--- src/rtl/pixel_raster_op_unit_assert.svh ---
// Assertion macros shared by the raster-operation unit.
`ifndef PIXEL_RASTER_OP_UNIT_ASSERT_SVH
`define PIXEL_RASTER_OP_UNIT_ASSERT_SVH

// Implication checked in the same cycle, or later when the consequent starts with a delay.
`define PXROP_ASSERT_IMPL(label, ante, cons) \
    label: assert property (@(posedge i_clk) disable iff (!i_rst_n) (ante) |-> cons) \
        else $error("raster-op assertion failed");

// Implication checked in the cycle after the antecedent.
`define PXROP_ASSERT_NEXT(label, ante, cons) \
    label: assert property (@(posedge i_clk) disable iff (!i_rst_n) (ante) |=> (cons)) \
        else $error("raster-op assertion failed");

`endif

--- src/rtl/pxrop_pkg.sv ---
// Types and constants of the per-pixel raster-operation unit.
package pxrop_pkg;

    localparam logic [15:0] KeyColor = 16'hFF0F;
    localparam int FadeDiv = 100;
    localparam int GrayDiv = 3;
    localparam logic [7:0] FadeReset = 8'd100;

    typedef enum logic [2:0] {
        KIND_KEY_COPY  = 3'd0,
        KIND_ADD       = 3'd1,
        KIND_HALVE     = 3'd2,
        KIND_FADE      = 3'd3,
        KIND_FADE_KEY  = 3'd4,
        KIND_GRAY      = 3'd5
    } t_kind;

    typedef enum logic {
        CFG_PIXEL_FORMAT = 1'b0,
        CFG_FADE_PERCENT = 1'b1
    } t_cfg_idx;

    typedef struct packed {
        logic [2:0]  kind;
        logic [15:0] src_pixel;
        logic [15:0] dest_pixel;
        logic        last_in;
    } t_req;

    typedef struct packed {
        logic [15:0] result_pixel;
        logic        write_enable;
        logic        last_out;
    } t_rsp;

    typedef struct packed {
        logic       pixel_format;
        logic [7:0] fade_percent;
    } t_cfg;

endpackage

--- src/rtl/pixel_raster_op_unit.sv ---
// Top level of the per-pixel raster-operation unit.
//
//   Channel   Direction  Handshake                     Payload
//   request   in         start high, busy low          i_req (t_req)
//   result    out        o_rsp_strobe, one cycle        o_rsp (t_rsp)
//   config    in         i_cfg_valid and o_cfg_ready   i_cfg_index, i_cfg_data
//
// One request can be taken every cycle in which start is high and busy is low.
// Each result passes through the input register and then the result register,
// with the operation logic between them.
// Busy is high only while reset is asserted and for the cycle it is released.
// The receiver cannot stall, so the pipeline never holds.

`include "pixel_raster_op_unit_assert.svh"

module pixel_raster_op_unit import pxrop_pkg::*; (
    input  logic       i_clk,
    input  logic       i_rst_n,
    input  logic       start,
    output logic       busy,
    input  t_req       i_req,
    output logic       o_rsp_strobe,
    output t_rsp       o_rsp,
    input  logic       i_cfg_valid,
    output logic       o_cfg_ready,
    input  logic       i_cfg_index,
    input  logic [7:0] i_cfg_data
);

    logic r_ready;
    logic r_req_valid;
    logic r_rsp_valid;
    t_req r_req;
    t_rsp r_rsp;
    t_cfg r_cfg;
    t_cfg n_cfg;
    t_rsp alu_rsp;
    logic req_take;

    assign busy = !r_ready;
    assign o_cfg_ready = r_ready;
    assign req_take = start && !busy;

    always_comb begin
        n_cfg = r_cfg;
        if (i_cfg_valid && o_cfg_ready) begin
            unique case (t_cfg_idx'(i_cfg_index))
                CFG_PIXEL_FORMAT: n_cfg.pixel_format = i_cfg_data[0];
                CFG_FADE_PERCENT: n_cfg.fade_percent = i_cfg_data;
                default: n_cfg = r_cfg;
            endcase
        end
    end

    always_ff @(posedge i_clk) begin
        if (!i_rst_n) begin
            r_ready <= 1'b0;
            r_req_valid <= 1'b0;
            r_rsp_valid <= 1'b0;
            r_cfg.pixel_format <= 1'b0;
            r_cfg.fade_percent <= FadeReset;
        end else begin
            r_ready <= 1'b1;
            r_req_valid <= req_take;
            r_rsp_valid <= r_req_valid;
            r_cfg <= n_cfg;
        end
    end

    always_ff @(posedge i_clk) begin
        if (req_take) begin
            r_req <= i_req;
        end
        r_rsp <= alu_rsp;
    end

    pxrop_alu u_alu (
        .i_req (r_req),
        .i_cfg (r_cfg),
        .o_rsp (alu_rsp)
    );

    assign o_rsp_strobe = r_rsp_valid;
    assign o_rsp = r_rsp;

    `PXROP_ASSERT_IMPL(a_req_gives_result, start && !busy, ##2 o_rsp_strobe)
    `PXROP_ASSERT_IMPL(a_no_result_without_req, !(start && !busy), ##2 !o_rsp_strobe)
    `PXROP_ASSERT_IMPL(a_keyed_keeps_dest, o_rsp_strobe && !o_rsp.write_enable,
        (o_rsp.result_pixel == $past(r_req.dest_pixel)))
    `PXROP_ASSERT_IMPL(a_last_follows, o_rsp_strobe, (o_rsp.last_out == $past(r_req.last_in)))

endmodule

--- src/rtl/pxrop_alu.sv ---
// Combinational raster-operation datapath for one pixel request.
module pxrop_alu import pxrop_pkg::*; (
    input  t_req i_req,
    input  t_cfg i_cfg,
    output t_rsp o_rsp
);

    function automatic logic [3:0] f_sat_add4(input logic [3:0] a, input logic [3:0] b);
        logic [4:0] s;
        s = 5'(a) + 5'(b);
        return s[4] ? 4'hF : s[3:0];
    endfunction

    function automatic logic [4:0] f_sat_add5(input logic [4:0] a, input logic [4:0] b);
        logic [5:0] s;
        s = 6'(a) + 6'(b);
        return s[5] ? 5'h1F : s[4:0];
    endfunction

    function automatic logic [5:0] f_sat_add6(input logic [5:0] a, input logic [5:0] b);
        logic [6:0] s;
        s = 7'(a) + 7'(b);
        return s[6] ? 6'h3F : s[5:0];
    endfunction

    // The quotient is the number of constant thresholds met, which tops out at 15.
    function automatic logic [3:0] f_fade_chan(input logic [3:0] c, input logic [7:0] pct);
        logic [11:0] prod;
        logic [3:0]  q;
        prod = 12'(c) * 12'(pct);
        q = '0;
        for (int k = 1; k < 16; k++) begin
            if (prod >= 12'(k * FadeDiv)) begin
                q = 4'(k);
            end
        end
        return q;
    endfunction

    function automatic logic [3:0] f_gray(input logic [15:0] p);
        logic [5:0] sum;
        logic [3:0] q;
        sum = 6'(p[11:8]) + 6'(p[7:4]) + 6'(p[3:0]);
        q = '0;
        for (int k = 1; k < 16; k++) begin
            if (sum >= 6'(k * GrayDiv)) begin
                q = 4'(k);
            end
        end
        return q;
    endfunction

    logic [15:0] s;
    logic [15:0] d;
    logic [15:0] add_pix;
    logic [15:0] halve_pix;
    logic [15:0] fade_pix;
    logic [15:0] gray_pix;
    logic [3:0]  gray_c;
    logic        src_nz;
    logic        dest_key;

    assign s = i_req.src_pixel;
    assign d = i_req.dest_pixel;
    assign src_nz = (s != '0);
    assign dest_key = (d == KeyColor);

    always_comb begin
        if (i_cfg.pixel_format) begin
            add_pix = {f_sat_add5(s[15:11], d[15:11]), f_sat_add6(s[10:5], d[10:5]),
                       f_sat_add5(s[4:0], d[4:0])};
            halve_pix = {1'b0, s[15:12], 1'b0, s[10:6], 1'b0, s[4:1]};
        end else begin
            add_pix = {4'h0, f_sat_add4(s[11:8], d[11:8]), f_sat_add4(s[7:4], d[7:4]),
                       f_sat_add4(s[3:0], d[3:0])};
            halve_pix = {4'h0, 1'b0, s[11:9], 1'b0, s[7:5], 1'b0, s[3:1]};
        end
    end

    assign fade_pix = {4'h0, f_fade_chan(d[11:8], i_cfg.fade_percent),
                       f_fade_chan(d[7:4], i_cfg.fade_percent),
                       f_fade_chan(d[3:0], i_cfg.fade_percent)};
    assign gray_c = f_gray(d);
    assign gray_pix = {4'h0, gray_c, gray_c, gray_c};

    always_comb begin
        o_rsp.result_pixel = d;
        o_rsp.write_enable = 1'b0;
        o_rsp.last_out = i_req.last_in;
        unique case (t_kind'(i_req.kind))
            KIND_KEY_COPY: begin
                if (src_nz) begin
                    o_rsp.result_pixel = s;
                    o_rsp.write_enable = 1'b1;
                end
            end
            KIND_ADD: begin
                o_rsp.result_pixel = add_pix;
                o_rsp.write_enable = 1'b1;
            end
            KIND_HALVE: begin
                if (src_nz) begin
                    o_rsp.result_pixel = halve_pix;
                    o_rsp.write_enable = 1'b1;
                end
            end
            KIND_FADE: begin
                o_rsp.result_pixel = fade_pix;
                o_rsp.write_enable = 1'b1;
            end
            KIND_FADE_KEY: begin
                if (!dest_key) begin
                    o_rsp.result_pixel = fade_pix;
                    o_rsp.write_enable = 1'b1;
                end
            end
            KIND_GRAY: begin
                if (!dest_key) begin
                    o_rsp.result_pixel = gray_pix;
                    o_rsp.write_enable = 1'b1;
                end
            end
            default: begin
                o_rsp.write_enable = 1'b0;
            end
        endcase
    end

endmodule
--- config.mk ---
export PLATFORM = sky130hd
export DESIGN_NAME = pixel_raster_op_unit
export DESIGN_NICKNAME = d
export VERILOG_FILES = /design/src/rtl/pxrop_pkg.sv /design/src/rtl/pixel_raster_op_unit.sv /design/src/rtl/pxrop_alu.sv
export VERILOG_INCLUDE_DIRS = /design/src /design/src/rtl
export SDC_FILE = /design/constraint.sdc
export NUM_CORES = 1
export LEC_CHECK = 0
export ABC_AREA = 0
export ABC_CLOCK_PERIOD_IN_PS = 12490
export BUFFER_PORTS_ARGS = -buffer_cell sky130_fd_sc_hd__buf_2
export CAP_MARGIN = 25
export CORE_UTILIZATION = 30
export CTS_CLUSTER_SIZE = 12
export DETAILED_ROUTE_END_ITERATION = 12
export PLACE_DENSITY_LB_ADDON = 0.3
export SLEW_MARGIN = 20
export SYNTH_ARGS = -nofsm -noshare
export SYNTH_HDL_FRONTEND = slang
export SYNTH_SLANG_ARGS = --single-unit
--- constraint.sdc ---
create_clock -name i_clk -period 12.49 [get_ports i_clk]
set_input_delay 0.6245 -clock i_clk [delete_from_list [all_inputs] [get_ports i_clk]]
set_output_delay 0.6245 -clock i_clk [all_outputs]
set_load 0.01 [all_outputs]
==> summary.txt <==
Setup path
  – Cell chain of the critical path: and2_1, fa_1, inv_1, fa_1, inv_1, ha_1, a211oi_1, o21ai_0, a41oi_1, xnor2_1, nor2_1, o21ai_0, a31oi_1, o21ai_0, a41oi_1
  – Worst r2r src: r_req[12]
  – CP Launch Point: r_req[12]
  – Critical Path Max Stage Delay: 0.61 ns
  – CP Capture Type: flop
  – Worst r2r path cells: 15
  – Worst R2R End: o_rsp[12]
  – Critical path class: reg2reg
  – CP arrival: 5.16 ns
  – Reg2Reg Setup Slack: 7.61 ns
  – Crit path top cell by count: o21ai_0
  – CP max stage cell: edfxtp_1
  – CP required: 12.77 ns
  – Startpoint type of the worst setup path: flop
  – Worst-path maximum fanout: 13

Timing
  – Worst-margin pin slew: 0.953 ns
  – Slew Limit Fails: 0
  – # setup viols final: 0
  – Final worst-path cycle share: 39.1%
  – Layout Skew: 0.0116 ns
  – Final hold vios: 0
  – Final worst setup slack: 7.61 ns
  – Worst rel slew slack: 36.5%
  – F_max: 0.205 GHz
  – Final setup TNS: 0 ns
  – RSZ-0062 raised after global routing: false
  – Shortest period the worst path allows: 4.88 ns

Synthesis
  – Synth top area cells: edfxtp_1, ha_1, fa_1
  – Seq/Total Area, Yosys: 19.8%
  – XOR/XNOR Fraction of Synth Area: 4.46%
  – Synth Area in Compound Gates: 25.2%
  – Syn Nets: 1200
  – Synthesized area: 0.00850 mm²
  – Mean Syn Cell Area: 8.20 µm²
  – Yosys cell types: 89
  – Post-Syn Instances: 1036
  – Synth top area share: 12.7%
  – Ys flop type: edfxtp_1
  – Post-Synth Adder-Cell Area: 20.7%
  – Share of flip-flops with an asynchronous set or reset: 0%
  – Most frequent cells after synthesis: inv_1, nand2_1, and2_1
  – Ys Warns: 0
  – Mux cell area share after synthesis: 1.16%
  – Synth Register Bits: 66
  – Post-synth top area cell: edfxtp_1
  – Synth Area in Simple Gates: 22.0%
  – EDFF count, synth: 36
  – Largest family of logic cells by synthesized area: compound AO/OA/AOI/OAI gates
  – Most frequent cell after synthesis: inv_1

Placed design
  – Setup WS pre-CTS: 7.68 ns
  – GPL Wtd Cong: 0.896
  – Port Buffers: 69
  – DP HPWL: 18700 µm

Clock network
  – Bufs on Longest Clock Path: 2
  – PostCTS Resize Cnt: 0
  – Clk pin slew, worst setup/hold paths: 0.06 ns
  – Post CTS Setup Buffer Count: 0
  – Clock sinks: 66
  – TritonCTS clock tree: yes
  – Clk_lat worst skew: 0.35 ns
  – Num CTS Buffers: 9
  – Hold_buf cts: 0
  – H-tree Lvls: 3
  – Root buf cell: clkbuf_16

Drt
  – WL final: 23600 µm
  – Via Count: 7740
  – Vias/cell: 5.32
  – Mean routed wirelength per cell: 16.2 µm
  – 1st-pass router iterations: 5
  – Post-DRT Antenna Nets: 0
  – Initial DRC Count: 547
  – Final routed DRC violation total: 0

Floorplanning
  – Io pins: 70
  – Area of the die: 0.0290 mm²
  – Initial Util: 30.5%
  – Row cnt: 61
  – Die width: 170 µm
  – Die height: 170 µm
  – Area of the core: 0.0279 mm²

Min path
  – Worst hold-check path type: reg2reg
  – Min-Delay Path Depth: 0
  – Hold_sp: r_req[0]
  – Hold Path End: o_rsp[0]

Outcome
  – Outcome: finished, final reports clean

Global routing
  – Total global routing overflow: 0
  – GR Util All Layers: 16.5%
  – First-pass GRT wire length: 37700 µm
  – Vias in the first global route: 7096
  – Initial antenna violation count: 0
  – Largest net degree at the start of global routing: 37

Power
  – Leakage: 4.01 nW
  – Power density over the cells: 107 mW/mm²
  – Worst ir drop on vdd: 0.138 mV

Layout
  – Post-Route Utilization: 33.8%
  – # diodes: 0
  – Fill count: 2914
  – Area grow syn2layout: 10.9%
  – Final #Nets: 1236
  – Fraction of layout cells with a size suffix above 1: 11.5%

Run
  – Max Cap Viol: 0
## power by group
| group | switching [mW] | total, mW | internal, mW |
|---|---|---|---|
| Clock | 0.104 | 0.259 | 0.155 |
| Combinational | 0.290 | 0.476 | 0.187 |
| Sequential | 0.0211 | 0.269 | 0.248 |
| Total | 0.414 | 1.00 | 0.590 |
## sequential cells by signal, summed over array words and instances (netlist names)
signal / cells
o_rsp: 18
o_rsp_strobe: 1
r_req: 36
r_req_valid: 1
r_cfg: 9
o_cfg_ready: 1
## worst max-delay path: cells and delay by family (launching register included)
kind,cells,cell delay (ns)
compound gates,7,1.80
fa+ha+maj,3,1.33
flops,1,0.61
simple gates,2,0.83
xor+xnor,1,0.16
buf+inv,2,0.10
## layout make-up
cell class                      instances  area (µm²)  area share, %
Multi-Input combinational cell        828        6250           66.4
Sequential cell                        66        1680           17.9
Tap cell                              378         473           5.02
Timing Repair Buffer                   71         360           3.83
Inverter                               96         360           3.83
Clock buffer                           10         229           2.43
Clock inverter                          6        65.1          0.691
## cell families (layout without fill, tap and decap cells)
family                   Yosys count  count (layout)
AO/OA/AOI/OAI                    305             305
XOR/XNOR                          39              39
adder cells (fa/ha/maj)          115             115
buffers and inverters            142             183
flip-flops                        66              66
multiplexers                       9               9
AND/OR/NAND/NOR                  360             360
## worst max-delay path by stage
| stage | end | slack [ns] |
|---|---|---|
| floorplan | o_rsp[6] | 8.31 |
| global route | o_rsp[12] | 7.27 |
| detailed placement | o_rsp[12] | 7.68 |
| finish | o_rsp[12] | 7.61 |
| global placement | o_rsp[12] | 7.73 |
| CTS | o_rsp[12] | 7.66 |
## per-layer routing
metal	wire length [µm]	part of all wire, %	global-route usage [%]	vias up
met3	1070	4.5	2.14	35
li1	-	-	-	3790
met5	0	0	0	-
met1	10600	45	22.0	3685
met2	11200	47	27.0	230
met4	680	2.9	6.50	0
## cell usage in the layout (no fill, tap or decap), drive strengths merged, types with 16 or more instances in the layout
cell type	count
inv	98
nand2	93
and2	81
ha	72
buf	71
o21ai	70
nor2	69
a21oi	64
fa	43
edfxtp	36
dfxtp	30
nand3	27
a21o	23
xnor2	23
nor3	19
o211ai	16
xor2	16
## metrics by stage
step | area (µm²) | cells | hold slack (ns) | power [mW]
floorplan | 8500 | 1036 | 0.323 | 0.635
global placement | 9120 | 1438 | 0.331 | 0.744
detailed placement | 9120 | 1438 | 0.330 | 0.742
CTS | 9410 | 1454 | 0.345 | 1.01
global route | 9420 | 1455 | 0.345 | 1.07
finish | 9420 | 1455 | 0.343 | 1.00
No activity file was read; power rests on OpenSTA's default activity.
